## src/rtl/core/http_chunked_body_decoder_unit_macros.svh

```systemverilog
`ifndef HTTP_CHUNKED_BODY_DECODER_UNIT_MACROS_SVH
`define HTTP_CHUNKED_BODY_DECODER_UNIT_MACROS_SVH

// Assertion helpers; clocked on clk, off while arst_n is low.
`define HCBD_ASSERT(lbl, prop, msg) \
	lbl: assert property (@(posedge clk) disable iff (!arst_n) prop) else $error(msg);

`define HCBD_NEVER(lbl, cond, msg) \
	lbl: assert property (@(posedge clk) disable iff (!arst_n) !(cond)) else $error(msg);

`endif

```

## src/rtl/core/hcbd_pkg.sv

```systemverilog
`timescale 1ns / 1ps
`default_nettype none

package hcbd_pkg;

	localparam int SIZE_BITS_DEF = 32;
	localparam int COUNT_W       = 20;
	localparam int DATA_W        = 8;

	localparam logic [COUNT_W-1:0] BODY_LIMIT_RST = COUNT_W'(65535);

	// register word indexes
	localparam logic REG_BODY_LIMIT = 1'b0;

	// result kinds
	localparam logic [1:0] KIND_KEPT    = 2'd0;
	localparam logic [1:0] KIND_DROPPED = 2'd1;
	localparam logic [1:0] KIND_DONE    = 2'd2;
	localparam logic [1:0] KIND_ERROR   = 2'd3;

	localparam logic [7:0] CH_CR    = 8'h0D;
	localparam logic [7:0] CH_LF    = 8'h0A;
	localparam logic [7:0] CH_SP    = 8'h20;
	localparam logic [7:0] CH_TAB   = 8'h09;
	localparam logic [7:0] CH_VT    = 8'h0B;
	localparam logic [7:0] CH_FF    = 8'h0C;
	localparam logic [7:0] CH_MINUS = 8'h2D;

	typedef struct packed {
		logic              fire;
		logic              restart;
		logic [DATA_W-1:0] data_byte;
	} step_t;

	typedef struct packed {
		logic               valid;
		logic [DATA_W-1:0]  out_byte;
		logic [1:0]         kind;
		logic [COUNT_W-1:0] body_count;
		logic               truncated;
		logic               success;
	} res_t;

	// {is_hex, value}
	function automatic logic [4:0] hex_value(input logic [7:0] c);
		logic [4:0] r;
		r = 5'b0;
		if (c >= 8'h30 && c <= 8'h39) begin
			r = {1'b1, 4'(c - 8'h30)};
		end else if (c >= 8'h61 && c <= 8'h66) begin
			r = {1'b1, 4'(c - 8'h57)};
		end else if (c >= 8'h41 && c <= 8'h46) begin
			r = {1'b1, 4'(c - 8'h37)};
		end
		return r;
	endfunction

endpackage

`default_nettype wire

```

## src/rtl/core/hcbd_ifs.sv

```systemverilog
`timescale 1ns / 1ps
`default_nettype none

interface hcbd_in_if;
	logic       valid;
	logic       ready;
	logic [7:0] data_byte;
	logic       restart;

	modport source (output valid, output data_byte, output restart, input ready);
	modport sink (input valid, input data_byte, input restart, output ready);
endinterface

interface hcbd_out_if;
	logic        valid;
	logic        ready;
	logic [7:0]  out_byte;
	logic [1:0]  kind;
	logic [19:0] body_count;
	logic        truncated;
	logic        success;

	modport source (output valid, output out_byte, output kind, output body_count,
		output truncated, output success, input ready);
	modport sink (input valid, input out_byte, input kind, input body_count,
		input truncated, input success, output ready);
endinterface

`default_nettype wire

```

## src/rtl/core/http_chunked_body_decoder_unit.sv

```systemverilog
// channel  | dir | transfer when        | payload
// body     | in  | valid & ready        | data_byte, restart
// result   | out | valid & ready        | out_byte, kind, body_count, truncated, success
// apb      | in  | psel&penable&pwrite  | body_limit at byte address 0
//
// One byte per cycle sustained while result.ready holds. A transfer lands in the input
// register; the parser steps it into the result register once that register is free
// or being drained. The parser's state registers carry its state from byte to byte.
// arst_n clears parser state, both valid flags and body_limit (back to 65535).
// While a result waits unaccepted the parser holds every byte, so body.ready drops
// as soon as the input register is occupied.
`timescale 1ns / 1ps
`default_nettype none
`include "http_chunked_body_decoder_unit_macros.svh"

module http_chunked_body_decoder_unit
	import hcbd_pkg::*;
#(
	parameter int SIZE_BITS = SIZE_BITS_DEF
) (
	input  wire logic        clk,
	input  wire logic        arst_n,
	hcbd_in_if.sink          body,
	hcbd_out_if.source       result,
	input  wire logic        psel,
	input  wire logic        penable,
	input  wire logic        pwrite,
	input  wire logic [2:0]  paddr,
	input  wire logic [31:0] pwdata,
	output logic [31:0]      prdata,
	output logic             pready
);

	logic [COUNT_W-1:0] body_limit_q;

	logic              valid_s1;
	logic              restart_s1;
	logic [DATA_W-1:0] data_s1;
	logic              s1_fire;

	logic   out_valid_q;
	res_t   out_q;
	res_t   step_res;
	step_t  step;
	logic   out_load;
	logic   kept_res;
	logic   drop_res;

	// APB register
	assign pready = 1'b1;
	assign prdata = (paddr[2] == REG_BODY_LIMIT) ? {{(32-COUNT_W){1'b0}}, body_limit_q} : '0;

	always_ff @(posedge clk or negedge arst_n) begin
		if (!arst_n) begin
			body_limit_q <= BODY_LIMIT_RST;
		end else if (psel && penable && pwrite && paddr[2] == REG_BODY_LIMIT) begin
			body_limit_q <= pwdata[COUNT_W-1:0];
		end
	end

	// the parser steps only when the result register is free or being drained
	assign s1_fire    = valid_s1 && (!out_valid_q || result.ready);
	assign body.ready = !valid_s1 || s1_fire;

	always_ff @(posedge clk or negedge arst_n) begin
		if (!arst_n) begin
			valid_s1 <= 1'b0;
		end else if (body.ready) begin
			valid_s1 <= body.valid;
		end
	end

	always_ff @(posedge clk) begin
		if (body.valid && body.ready) begin
			restart_s1 <= body.restart;
			data_s1    <= body.data_byte;
		end
	end

	assign step.fire      = s1_fire;
	assign step.restart   = restart_s1;
	assign step.data_byte = data_s1;

	hcbd_parser #(
		.SIZE_BITS(SIZE_BITS)
	) u_parser (
		.clk       (clk),
		.arst_n    (arst_n),
		.step      (step),
		.body_limit(body_limit_q),
		.res       (step_res)
	);

	assign out_load = step_res.valid;

	always_ff @(posedge clk or negedge arst_n) begin
		if (!arst_n) begin
			out_valid_q <= 1'b0;
		end else if (out_load) begin
			out_valid_q <= 1'b1;
		end else if (result.ready) begin
			out_valid_q <= 1'b0;
		end
	end

	always_ff @(posedge clk) begin
		if (out_load) begin
			out_q <= step_res;
		end
	end

	assign result.valid      = out_valid_q;
	assign result.out_byte   = out_q.out_byte;
	assign result.kind       = out_q.kind;
	assign result.body_count = out_q.body_count;
	assign result.truncated  = out_q.truncated;
	assign result.success    = out_q.success;

	assign kept_res = step_res.valid && step_res.kind == KIND_KEPT;
	assign drop_res = step_res.valid && step_res.kind == KIND_DROPPED;

	`HCBD_NEVER(a_restart_silent, step.fire && step.restart && step_res.valid, "restart result")
	`HCBD_ASSERT(a_kept_in_limit, kept_res |-> (step_res.body_count <= body_limit_q), "over limit")
	`HCBD_ASSERT(a_drop_flags, drop_res |-> step_res.truncated, "drop without truncated flag")
	`HCBD_NEVER(a_no_overwrite, out_load && out_valid_q && !result.ready, "result overwritten")

endmodule

`default_nettype wire

```

## src/rtl/core/hcbd_parser.sv

```systemverilog
`timescale 1ns / 1ps
`default_nettype none

module hcbd_parser
	import hcbd_pkg::*;
#(
	parameter int SIZE_BITS = SIZE_BITS_DEF
) (
	input  wire logic               clk,
	input  wire logic               arst_n,
	input  wire step_t              step,
	input  wire logic [COUNT_W-1:0] body_limit,
	output res_t                    res
);

	typedef enum logic [2:0] {
		PH_SIZE,
		PH_DATA,
		PH_SKIP,
		PH_TRAILER,
		PH_DONE
	} phase_t;

	phase_t               phase_q, phase_n;
	logic [SIZE_BITS-1:0] size_q, size_n;
	logic [SIZE_BITS-1:0] rem_q, rem_n;
	logic                 digits_done_q, digits_done_n;
	logic                 any_chunk_q, any_chunk_n;
	logic [COUNT_W-1:0]   kept_q, kept_n;
	logic                 dropped_q, dropped_n;
	logic                 trailer_ne_q, trailer_ne_n;

	logic [7:0] c;
	logic [4:0] hex;
	logic       size_zero;
	logic       size_sat;

	assign c         = step.data_byte;
	assign hex       = hex_value(c);
	assign size_zero = (size_q == '0);
	// one more digit would overflow when the top nibble is nonzero
	assign size_sat  = |size_q[SIZE_BITS-1 -: 4];

	always_comb begin
		phase_n       = phase_q;
		size_n        = size_q;
		rem_n         = rem_q;
		digits_done_n = digits_done_q;
		any_chunk_n   = any_chunk_q;
		kept_n        = kept_q;
		dropped_n     = dropped_q;
		trailer_ne_n  = trailer_ne_q;
		res           = '0;

		if (step.fire) begin
			if (step.restart) begin
				phase_n       = PH_SIZE;
				size_n        = '0;
				rem_n         = '0;
				digits_done_n = 1'b0;
				any_chunk_n   = 1'b0;
				kept_n        = '0;
				dropped_n     = 1'b0;
				trailer_ne_n  = 1'b0;
			end else begin
				case (phase_q)
					PH_SIZE: begin
						if (c == CH_LF) begin
							if (size_zero) begin
								phase_n      = PH_TRAILER;
								trailer_ne_n = 1'b0;
							end else begin
								rem_n       = size_q;
								any_chunk_n = 1'b1;
								phase_n     = PH_DATA;
							end
							size_n        = '0;
							digits_done_n = 1'b0;
						end else if (c != CH_CR && !digits_done_q) begin
							if (hex[4]) begin
								size_n = size_sat ? '1 : {size_q[SIZE_BITS-5:0], hex[3:0]};
							end else if (size_zero &&
									(c inside {CH_SP, CH_TAB, CH_VT, CH_FF})) begin
								// leading blank, skipped
							end else if (size_zero && c == CH_MINUS) begin
								phase_n        = PH_DONE;
								res.valid      = 1'b1;
								res.kind       = KIND_ERROR;
								res.body_count = kept_q;
								res.truncated  = dropped_q;
								res.success    = any_chunk_q | (kept_q == '0);
							end else begin
								digits_done_n = 1'b1;
							end
						end
					end
					PH_DATA: begin
						rem_n = rem_q - 1'b1;
						if (rem_q == SIZE_BITS'(1)) begin
							phase_n = PH_SKIP;
						end
						res.valid    = 1'b1;
						res.out_byte = c;
						if (kept_q < body_limit) begin
							kept_n        = kept_q + 1'b1;
							res.kind      = KIND_KEPT;
							res.truncated = dropped_q;
						end else begin
							dropped_n     = 1'b1;
							res.kind      = KIND_DROPPED;
							res.truncated = 1'b1;
						end
						res.body_count = kept_n;
					end
					PH_SKIP: begin
						if (c == CH_LF) begin
							phase_n       = PH_SIZE;
							size_n        = '0;
							digits_done_n = 1'b0;
						end
					end
					PH_TRAILER: begin
						if (c == CH_LF) begin
							if (!trailer_ne_q) begin
								phase_n        = PH_DONE;
								res.valid      = 1'b1;
								res.kind       = KIND_DONE;
								res.body_count = kept_q;
								res.truncated  = dropped_q;
								res.success    = any_chunk_q | (kept_q == '0);
							end else begin
								trailer_ne_n = 1'b0;
							end
						end else if (c != CH_CR) begin
							trailer_ne_n = 1'b1;
						end
					end
					default: begin
					end
				endcase
			end
		end
	end

	always_ff @(posedge clk or negedge arst_n) begin
		if (!arst_n) begin
			phase_q       <= PH_SIZE;
			size_q        <= '0;
			rem_q         <= '0;
			digits_done_q <= 1'b0;
			any_chunk_q   <= 1'b0;
			kept_q        <= '0;
			dropped_q     <= 1'b0;
			trailer_ne_q  <= 1'b0;
		end else begin
			phase_q       <= phase_n;
			size_q        <= size_n;
			rem_q         <= rem_n;
			digits_done_q <= digits_done_n;
			any_chunk_q   <= any_chunk_n;
			kept_q        <= kept_n;
			dropped_q     <= dropped_n;
			trailer_ne_q  <= trailer_ne_n;
		end
	end

endmodule

`default_nettype wire
```

## src/flat_wrapper.sv

```systemverilog
// flat-port wrapper written by rule: the top's interface ports become plain ports
module http_chunked_body_decoder_unit_flat import hcbd_pkg::*;
#(
	parameter int SIZE_BITS = SIZE_BITS_DEF
)
  (clk, arst_n, psel, penable, pwrite, paddr, pwdata, prdata, pready, body_valid, body_data_byte, body_restart, body_ready, result_valid, result_out_byte, result_kind, result_body_count, result_truncated, result_success, result_ready);
  hcbd_in_if body_i ();
  hcbd_out_if result_i ();
  input  wire logic clk;
  input  wire logic arst_n;
  input  wire logic psel;
  input  wire logic penable;
  input  wire logic pwrite;
  input  wire logic [2:0] paddr;
  input  wire logic [31:0] pwdata;
  output logic [31:0] prdata;
  output logic pready;
  input wire logic [$bits(body_i.valid)-1:0] body_valid;
  input wire logic [$bits(body_i.data_byte)-1:0] body_data_byte;
  input wire logic [$bits(body_i.restart)-1:0] body_restart;
  output wire logic [$bits(body_i.ready)-1:0] body_ready;
  output wire logic [$bits(result_i.valid)-1:0] result_valid;
  output wire logic [$bits(result_i.out_byte)-1:0] result_out_byte;
  output wire logic [$bits(result_i.kind)-1:0] result_kind;
  output wire logic [$bits(result_i.body_count)-1:0] result_body_count;
  output wire logic [$bits(result_i.truncated)-1:0] result_truncated;
  output wire logic [$bits(result_i.success)-1:0] result_success;
  input wire logic [$bits(result_i.ready)-1:0] result_ready;
  assign body_i.valid = body_valid;
  assign body_i.data_byte = body_data_byte;
  assign body_i.restart = body_restart;
  assign body_ready = body_i.ready;
  assign result_valid = result_i.valid;
  assign result_out_byte = result_i.out_byte;
  assign result_kind = result_i.kind;
  assign result_body_count = result_i.body_count;
  assign result_truncated = result_i.truncated;
  assign result_success = result_i.success;
  assign result_i.ready = result_ready;
  http_chunked_body_decoder_unit #(.SIZE_BITS(SIZE_BITS)) u_core (.clk(clk), .arst_n(arst_n), .body(body_i), .result(result_i), .psel(psel), .penable(penable), .pwrite(pwrite), .paddr(paddr), .pwdata(pwdata), .prdata(prdata), .pready(pready));
endmodule
```

## config.mk

```make
export PLATFORM = sky130hd
export DESIGN_NAME = http_chunked_body_decoder_unit_flat
export DESIGN_NICKNAME = d
export VERILOG_FILES = /design/src/rtl/core/hcbd_pkg.sv /design/src/rtl/core/hcbd_ifs.sv /design/src/rtl/core/http_chunked_body_decoder_unit.sv /design/src/rtl/core/hcbd_parser.sv /design/src/flat_wrapper.sv
export VERILOG_INCLUDE_DIRS = /design/src /design/src/rtl/core
export SDC_FILE = /design/constraint.sdc
export NUM_CORES = 1
export LEC_CHECK = 0
export ABC_CLOCK_PERIOD_IN_PS = 3140
export BUFFER_PORTS_ARGS = -buffer_cell sky130_fd_sc_hd__buf_2
export CORE_MARGIN = 2
export CORE_UTILIZATION = 43
export CTS_CLUSTER_SIZE = 16
export DETAILED_ROUTE_END_ITERATION = 6
export GPL_TIMING_DRIVEN = 0
export SLEW_MARGIN = 15
export SYNTH_ARGS = -nofsm -noshare
export SYNTH_HDL_FRONTEND = slang
export SYNTH_SLANG_ARGS = --single-unit
```

## constraint.sdc

```tcl
create_clock -name clk -period 3.14 [get_ports clk]
set_input_delay 0.471 -clock clk [delete_from_list [all_inputs] [get_ports clk]]
set_output_delay 0.471 -clock clk [all_outputs]
set_load 0.05 [all_outputs]
```

==> flow_summary.yaml, run 1 <==
run_status:
  outcome: "finished clean"
logic_synthesis:
  synth_area_leaders: "dfrtp_1 28%, edfxtp_1 14%, o21ai_0 5.8%, dfstp_2 4.8%, nor2_1 4.3%"
  synth_commonest_cells: "101 x nor2_1, 101 x o21ai_0, 97 x dfrtp_1"
  yosysTopAreaCell: "dfrtp_1"
  yosys_register_bits: 154
  synthesis.instances: 943
  yosysUniqueCellTypes: 71
  netlist.area_leader.share_pct: 27.8
  ys_warn_count: 0
  syn_avg_cell_area_um2: 9.26
  synth-main-ff-cell: "dfrtp_1"
  synthArstFlopShare_pct: 73.4
  syn_area_um2: 8730
  synth_enable_flop_cells: 41
  seq_area_frac_synth_pct: 46.7
floorplan:
  core_area_um2: 20100
  initial_utilization_pct: 43.4
  die_y_um: 146
  rows: 52
  ios: 118
  die_area_um2: 21500
  die_w_um: 146
sta:
  hold_slack_ns: 0.213
  fmax_mhz: 329
  layout_min_cycle_time_ns: 3.04
  rsz0062_at_grt: "yes"
  hold_viol: 0
  finalSetupViolations: 0
  worst_pin_slew_ns: 0.873
  fin_crit_sh_pct: 96.9
  max-slew-margin-rel_pct: 41.4
  fin_skew_ns: 0.0125
  slew_viol_final: 0
detailed_routing:
  drt_iter0_markers: 664
  drc: 0
  viasPerCell: 5.61
  wirelength_mm: 24.1
  wl_per_cell_um: 17.8
  via_count: 7574
  antenna_left: 0
  drtPass1Iterations: 5
cells_and_area:
  register_area_um2: 4080
  area_delta_synth_final_pct: 17.0
  finalNonFillerCells: 1349
  drive_gt1_share_pct: 19.2
  multi_input_area_um2: 4120
  num_antenna_cells: 0
  n_fill_cell: 1859
  fin_area_um2: 10200
  final_nets: 1145
global_route:
  grt_pass1_vias: 7041
  grt_overflow_total: 0
  grtUsageTotal_pct: 22.5
  grt_first_pass_wirelength_mm: 38.3
  grt_max_degree: 73
  antenna_found_initial: 0
cts:
  clkTransAtPathRegs_ns: 0.06
  clkLatencyLatePin_ns: 0.43
  h-tree-depth: 4
  cts_tree: "yes"
  cts-root-buf: "clkbuf_16"
  clockBufferDepth: 2
  cts_made_buffers: 17
  clkSinkCount: 154
placed_design:
  gp_congestion: 0.903
  portBuffers: 90
  postPlaceCellArea_um2: 9600
  placed_cells: 1315
  post-dp-hpwl_mm: 17.1
power:
  totalPowerFinal_uw: 6270
  p_per_area_nw_per_um2: 614
  ir_drop_mv: 0.516
  p_leak_uw: 0.00487
worst_setup_path:
  cp.arrival_ns: 3.25
  worstSetupStartpointType: "register"
  worstSetupPathType: "reg2reg"
  endpoint_kind: "register"
  critPathMaxFanout: 10
  worstPathRequired_ns: 3.34
hold_path:
  hp-class: "in2reg"
flow_run:
  drv_cap: 0
worst max-delay path: stages, from the launching register on:
cell and delay, ns:
dfstp_2 0.53, inv_1 0.08, ha_1 0.30, a211o_1 0.30
a21oi_1 0.14, o31ai_1 0.14, a2111oi_2 0.50, clkbuf_2 0.32
nand2_1 0.16, o41ai_1 0.36
state kept, by name, indices dropped and copies added, names as in the netlist, 2 cells and up:
name / cells
u_core.u_parser.phase_q: 3
u_core.data_s1: 8
u_core.result.out_byte: 8
u_core.u_parser.size_q: 32
u_core.u_parser.rem_q: 32
u_core.body_limit_q: 20
u_core.u_parser.kept_q: 20
u_core.result.body_count: 20
u_core.result.kind: 2
cell type report:
type | instances | area share (%)
plain buffers | 71 | 3.44
flip-flops and latches | 154 | 39.9
repair buffers | 92 | 4.84
inverters | 68 | 2.50
well taps | 270 | 3.31
clock buffers | 21 | 4.51
clock inverters | 11 | 1.18
multi-input cells | 662 | 40.3
per-stage QoR:
step,setup WS [ns],TNS [ns],utilization [%]
after CTS,0.0334,0,50.7
after detailed placement,-0.215,-7.27,47.7
after global routing,-0.0991,-0.284,50.8
after floorplan,0.197,0,-
final,0.0984,0,50.8
after global placement,-0.177,-5.93,47.6
worst paths after layout:
check	start	end	slack, ns	cells after the start
max in group asynchronous	arst_n	u_core.body_limit_q[4]$_DFFE_PN1P_	1.89	3
min in group asynchronous	arst_n	u_core.u_parser.kept_q[16]$_DFFE_PN0P_	0.51	2
worst min-delay path	body_data_byte[3]	u_core.data_s1[3]$_DFFE_PP_	0.21	1
worst max-delay path	u_core.body_limit_q[5]$_DFFE_PN1P_	u_core.result.body_count[9]$_SDFFCE_PP0P_	0.1	9
worst min register to register	u_core.u_parser.dropped_q$_DFFE_PN0P_	u_core.u_parser.dropped_q$_DFFE_PN0P_	0.49	1
worst max register to register	u_core.body_limit_q[5]$_DFFE_PN1P_	u_core.result.body_count[9]$_SDFFCE_PP0P_	0.1	9
layer usage:
layer / vias up / wire [um] / share of wire [%] / GRT usage [%]
li1: 3623 / - / - / -
met1: 3618 / 11100 / 46 / 32.2
met2: 296 / 11100 / 46 / 35.0
met3: 37 / 1420 / 5.9 / 3.66
met4: 0 / 482 / 2.0 / 7.52
met5: - / 0 / 0 / 0
cells in the final DEF, fill, tap and decap left out, types with 15 or more instances in the layout:
master,instances
ha_1,28
clkbuf_1,43
buf_4,15
nor2_1,101
nor4_1,19
a31oi_1,21
buf_2,97
clkbuf_16,17
nor3_1,28
o21ai_1,19
edfxtp_1,41
nand2_1,59
mux2_2,23
nand3_1,15
and3_1,15
dfstp_2,16
mux2i_1,32
a21oi_1,50
inv_1,67
dfrtp_1,97
o21ai_0,100
kinds of logic (layout without fill, tap and decap cells):
group | after synthesis | in the layout | synth area share, %
mux | 57 | 57 | 6.89
buf+inv | 139 | 263 | 6.92
fa+ha+maj | 28 | 28 | 4.01
compound gates | 264 | 264 | 18.5
xor+xnor | 1 | 1 | 0.100
simple gates | 298 | 299 | 16.8
other cells | 2 | 13 | 0.0860
flops | 154 | 154 | 46.7
repair_timing:
action,4_1_cts,5_1_grt
pin swaps,0,2
gates cloned,0,1
hold buffers,1,0
setup endpoints to repair,38,55
endpoints found under the hold margin,41,0
resized for setup,3,4
setup buffers,0,0
power by group:
part	internal (uW)	switching (uW)	leakage, uW	total [uW]
clock	1210	847	0.000281	2060
combinational	536	947	0.00272	1480
sequential	2390	349	0.00187	2730
total	4130	2140	0.00487	6270
No activity file was read; power rests on OpenSTA's default activity.
==> inputs of run 2 (changes only) <==
--- a/config.mk
+++ b/config.mk
@@ -7,12 +7,13 @@
 export NUM_CORES = 1
 export LEC_CHECK = 0
 export ABC_CLOCK_PERIOD_IN_PS = 3140
-export BUFFER_PORTS_ARGS = -buffer_cell sky130_fd_sc_hd__buf_2
 export CORE_MARGIN = 2
 export CORE_UTILIZATION = 43
 export CTS_CLUSTER_SIZE = 16
 export DETAILED_ROUTE_END_ITERATION = 6
+export DONT_BUFFER_PORTS = 1
 export GPL_TIMING_DRIVEN = 0
+export REMOVE_ABC_BUFFERS = 1
 export SLEW_MARGIN = 15
 export SYNTH_ARGS = -nofsm -noshare
 export SYNTH_HDL_FRONTEND = slang
==> run 2 against run 1 <==
The flow now finishes with violations (hold timing). Register-to-register slack better by 0.03 ns. Sequential cell count is the same. Non-clock buffer count is 145 lower. Design area decreased by 4.3%. Count of clock-buffer cells in the layout grew 1. Die area unchanged. Total power grew 0.49%. Via count is 6.6% lower. Critical endpoint is now u_core.result.truncated$_SDFFCE_PP0P_.
==> flow_summary.yaml, run 2 (synthesis gave the netlist of run 1 again) <==
cells_and_area:
  area_delta_synth_final_pct: 12.0
  num_antenna_cells: 0
  final_cell_mix: "100 x nor2_1, 98 x o21ai_0, 97 x dfrtp_1, 67 x inv_1, 58 x nand2_1"
  drive_gt1_share_pct: 12.5
  reg_top3: "u_core.u_parser.rem_q (32), u_core.u_parser.size_q (32)"
  multi_input_area_um2: 4220
  final_nets: 1002
  register_area_um2: 4080
  n_fill_cell: 1883
  mostFrequentLayoutCell: "nor2_1"
run_status:
  outcome: "finished, violations left"
  failed_checks: "hold timing"
cts:
  clkSinkCount: 154
  cts_tree: "yes"
  cts_made_buffers: 17
  h-tree-depth: 4
  clkLatencyLatePin_ns: 0.42
  clkTransAtPathRegs_ns: 0.06
  cts-root-buf: "clkbuf_16"
  clockBufferDepth: 2
sta:
  slew_viol_final: 0
  fin_crit_sh_pct: 96.1
  max-slew-margin-rel_pct: 27.0
  hold_slack_ns: -0.0426
  rsz0062_at_grt: "no"
  fmax_mhz: 332
  layout_min_cycle_time_ns: 3.02
  finalSetupViolations: 0
  fin_skew_ns: 0.0112
  hold_viol: 21
  worst_pin_slew_ns: 1.09
global_route:
  grt_max_degree: 114
  grt_pass1_vias: 6531
  grt_first_pass_wirelength_mm: 35.6
  antenna_found_initial: 0
  grtUsageTotal_pct: 20.7
  grt_overflow_total: 0
floorplan:
  die_area_um2: 21500
  ios: 118
  initial_utilization_pct: 43.4
  core_area_um2: 20100
  rows: 52
  die_w_um: 146
  die_y_um: 146
detailed_routing:
  wl_per_cell_um: 18.6
  drc: 0
  drtPass1Iterations: 5
  wirelength_mm: 22.5
  antenna_left: 0
  viasPerCell: 5.87
  via_count: 7075
  drt_iter0_markers: 536
worst_setup_path:
  endpoint_kind: "register"
  worstSetupPathType: "reg2reg"
  r2r_cells: 10
  worstPathRequired_ns: 3.41
  worstSetupStartpointType: "register"
  cp.arrival_ns: 3.29
  critPathMaxFanout: 19
placed_design:
  gp_congestion: 0.848
  portBuffers: 0
  post-dp-hpwl_mm: 14.5
hold_path:
  hp-class: "in2async"
power:
  p_per_area_nw_per_um2: 645
  totalPowerFinal_uw: 6300
  seqPwrFrac_pct: 42.8
  p_comb_share_pct: 22.4
  pwr-share-clk_pct: 34.8
  internal-power_uw: 4240
  power.switching_uw: 2060
  p_leak_uw: 0.00444
  ir_drop_mv: 0.404
  swShare_pct: 32.7
flow_run:
  drv_cap: 0
[run 2: per-stage QoR]
stage | setup TNS, ns | util, % | cells | setup WS (ns) | area, um2
2_1_floorplan | -55.09 | - | 883 | -0.823 | 8420
3_3_place_gp | -294.35 | 43.6 | 1153 | -2.64 | 8760
3_5_place_dp | -65.86 | 44.4 | 1160 | -1.05 | 8930
4_1_cts | 0 | 48.5 | 1205 | 0.114 | 9750
5_1_grt | 0 | 48.6 | 1206 | 0.00966 | 9770
6_report | 0 | 48.6 | 1206 | 0.124 | 9770
[run 2: path summary, 6_finish.rpt]
| path | start | endpoint | slack [ns] |
|---|---|---|---|
| max | u_core.data_s1[1]$_DFFE_PP_ | u_core.result.truncated$_SDFFCE_PP0P_ | 0.12 |
| min | arst_n | u_core.u_parser.kept_q[9]$_DFFE_PN0P_ | -0.04 |
| max reg2reg | u_core.data_s1[1]$_DFFE_PP_ | u_core.result.truncated$_SDFFCE_PP0P_ | 0.12 |
| min reg2reg | u_core.u_parser.dropped_q$_DFFE_PN0P_ | u_core.u_parser.dropped_q$_DFFE_PN0P_ | 0.50 |
| max in group asynchronous | arst_n | u_core.u_parser.rem_q[11]$_DFFE_PN0P_ | 2.64 |
| min in group clk | body_data_byte[3] | u_core.data_s1[3]$_DFFE_PP_ | 0.14 |
[run 2: worst max-delay path, stage by stage (launching register included)]
cell,delay [ns]
edfxtp_1,0.46
inv_1,0.13
ha_1,0.24
o21bai_1,0.18
a2111oi_2,0.14
a2111o_1,0.34
or4b_4,0.61
o22ai_4,0.20
nand2b_4,0.21
buf_16,0.17
o21a_1,0.17
[run 2: cell type report]
type                       instances  share of cell area (%)
multi-input combinational        664                    43.2
sequential                       154                    41.7
clock buffer                      22                    5.08
tap                              270                    3.46
inverter                          68                    2.61
timing repair buffer              18                    2.53
clock inverter                    10                    1.38
[run 2: power groups by stage]
| stage | registers (uW) | logic (uW) | clock network [uW] |
|---|---|---|---|
| floorplan | 2610 | 1060 | 0 |
| global placement | 2720 | 1290 | 0 |
| detailed placement | 2720 | 1330 | 0 |
| CTS | 2690 | 1400 | 2240 |
| global route | 2740 | 1570 | 2330 |
| finish | 2700 | 1410 | 2190 |
[run 2: what timing repair did]
item,CTS,global route
pin swaps,4,2
hold endpoints to repair,113,0
endpoints found under the setup margin,111,37
gates cloned,2,1
resized for setup,7,7
hold buffers,1,0
buffers inserted,10,0
[run 2: per-layer routing]
| metal | track usage, % | part of all wire, % |
|---|---|---|
| met5 | 0 | 0 |
| met4 | 6.26 | 2.0 |
| met3 | 3.94 | 4.9 |
| met2 | 34.3 | 48 |
| met1 | 27.7 | 45 |
==> inputs of run 3 (changes only) <==
--- a/config.mk
+++ b/config.mk
@@ -7,12 +7,14 @@
 export NUM_CORES = 1
 export LEC_CHECK = 0
 export ABC_CLOCK_PERIOD_IN_PS = 3140
+export CAP_MARGIN = 10
 export CORE_MARGIN = 2
-export CORE_UTILIZATION = 43
+export CORE_UTILIZATION = 50
 export CTS_CLUSTER_SIZE = 16
 export DETAILED_ROUTE_END_ITERATION = 6
 export DONT_BUFFER_PORTS = 1
 export GPL_TIMING_DRIVEN = 0
+export PLACE_DENSITY = 0.68
 export REMOVE_ABC_BUFFERS = 1
 export SLEW_MARGIN = 15
 export SYNTH_ARGS = -nofsm -noshare
==> run 3 against run 2 <==
The run still ends with hold timing left. Count of clock-buffer cells in the layout fell by 1. Sequential power about the same. Routed wire length down 2.9%. Non-clock buffer count decreased by 1. Largest power group unchanged. Highest routed layer unchanged.
==> flow_summary.yaml, run 3 (synthesis gave the netlist of run 1 again) <==
global_route:
  grtUsageTotal_pct: 24.1
  antenna_found_initial: 0
  grt_max_degree: 114
  grt_first_pass_wirelength_mm: 35.1
  grt_overflow_total: 0
  grt_pass1_vias: 6578
run_status:
  failed_checks: "hold timing"
  outcome: "finished, violations left"
worst_setup_path:
  critPathSlowestCell: "or4b_4"
  critPathMaxStageDelay_ns: 0.61
  worstSetupPathType: "reg2reg"
  critPathMaxFanout: 13
  cp_num_buf_inv: 1
  worstPathRequired_ns: 3.42
  worstSetupStartpointType: "register"
  endpoint_kind: "register"
  path_delay_family: "simple AND/OR/NAND/NOR gates"
  cp.arrival_ns: 3.30
  crit_chain: "inv_1 > nand4_1 > or3_1 > or4b_4 > o22ai_4 > nand2b_4 > o21a_1"
floorplan:
  core_area_um2: 17200
  die_area_um2: 18500
  die_y_um: 136
  ios: 118
  die_w_um: 136
  initial_utilization_pct: 50.8
  rows: 48
cts:
  h-tree-depth: 4
  cts_made_buffers: 17
  clkLatencyLatePin_ns: 0.43
  clockBufferDepth: 2
  clkTransAtPathRegs_ns: 0.06
  cts_tree: "yes"
  cts-root-buf: "clkbuf_16"
  clkSinkCount: 154
placed_design:
  placed_cells: 1113
  gp_congestion: 0.811
  portBuffers: 0
  post-dp-hpwl_mm: 14.1
sta:
  slew_viol_final: 0
  worst_pin_slew_ns: 1.08
  finalSetupViolations: 0
  hold_slack_ns: -0.0665
  max-slew-margin-rel_pct: 27.7
  hold_viol: 17
  fin_skew_ns: 0.00786
  fin_crit_sh_pct: 96.0
  layout_min_cycle_time_ns: 3.01
  rsz0062_at_grt: "no"
  fmax_mhz: 332
hold_path:
  hp-class: "in2async"
cells_and_area:
  mostFrequentLayoutCell: "nor2_1"
  drive_gt1_share_pct: 12.4
  num_antenna_cells: 0
  multi_input_area_um2: 4250
  postLayoutCoreUtil_pct: 55.9
  final_nets: 1003
  register_area_um2: 4080
  area_delta_synth_final_pct: 9.92
  n_fill_cell: 1578
  final_cell_mix: "100 x nor2_1, 98 x o21ai_0, 96 x dfrtp_1, 66 x inv_1, 58 x nand2_1"
  finalNonFillerCells: 1162
  reg_top3: "u_core.u_parser.rem_q (32), u_core.u_parser.size_q (32)"
power:
  ir_drop_mv: 0.426
  p_leak_uw: 0.00436
  p_per_area_nw_per_um2: 624
  totalPowerFinal_uw: 5980
detailed_routing:
  wirelength_mm: 21.8
  drc: 0
  via_count: 7045
  wl_per_cell_um: 18.8
  antenna_left: 0
  drt_iter0_markers: 484
  drtPass1Iterations: 5
  viasPerCell: 6.06
flow_run:
  drv_cap: 0
run 3: changes by cell type in the layout (fill, tap and decap cells not counted), sizes merged:
cell	previous run	this run
clkinvlp	1	4
nand4	14	13
bufinv	3	1
buf	18	17
clkbuf	22	21
nand2b	7	10
run 3: path summary, 6_finish.rpt:
path	to	depth (start not counted)	slack [ns]	start
max in group asynchronous	u_core.u_parser.size_q[10]$_DFFE_PN0P_	1	2.66	arst_n
worst max register to register	u_core.result.truncated$_SDFFCE_PP0P_	7	0.13	u_core.u_parser.size_q[31]$_DFFE_PN0P_
worst max-delay path	u_core.result.truncated$_SDFFCE_PP0P_	7	0.13	u_core.u_parser.size_q[31]$_DFFE_PN0P_
worst min register to register	u_core.u_parser.any_chunk_q$_DFFE_PN0P_	1	0.50	u_core.u_parser.any_chunk_q$_DFFE_PN0P_
worst min-delay path	u_core.u_parser.kept_q[8]$_DFFE_PN0P_	1	-0.07	arst_n
min in group clk	u_core.data_s1[4]$_DFFE_PP_	0	0.14	body_data_byte[4]
run 3: layer usage:
layer	track usage, %	vias up	routed length, um
li1	-	3357	-
met3	3.84	36	1050
met1	32.5	3415	9570
met4	9.72	0	596
met2	38.8	237	10600
met5	0	-	0
run 3: final cells by class:
type / count / area share (%)
Clock buffer: 21 / 4.59
Clock inverter: 11 / 1.03
Inverter: 68 / 2.66
Timing Repair Buffer: 17 / 1.96
Sequential cell: 154 / 42.5
Multi-Input combinational cell: 666 / 44.3
Tap cell: 225 / 2.93
run 3: per-stage QoR:
stage | worst slack, ns | cell area (um2) | setup TNS [ns]
floorplan | -0.823 | 8420 | -55.09
global placement | -2.49 | 8700 | -280.26
detailed placement | -1.31 | 8830 | -79.86
CTS | -0.0339 | 9530 | -0.600
global route | 0.000113 | 9600 | 0
finish | 0.126 | 9600 | 0
run 3: power breakdown:
group | switching (uW) | total (uW) | internal (uW)
Combinational | 885 | 1370 | 484
Sequential | 317 | 2700 | 2390
Clock | 825 | 1910 | 1090
run 3: timing repair:
item	in CTS	in global routing
hold endpoints to repair	113	0
setup endpoints to repair	110	68
pin swaps	6	2
buffers inserted	9	2
gates resized for setup	11	5
gates cloned	2	3
hold buffers	1	0
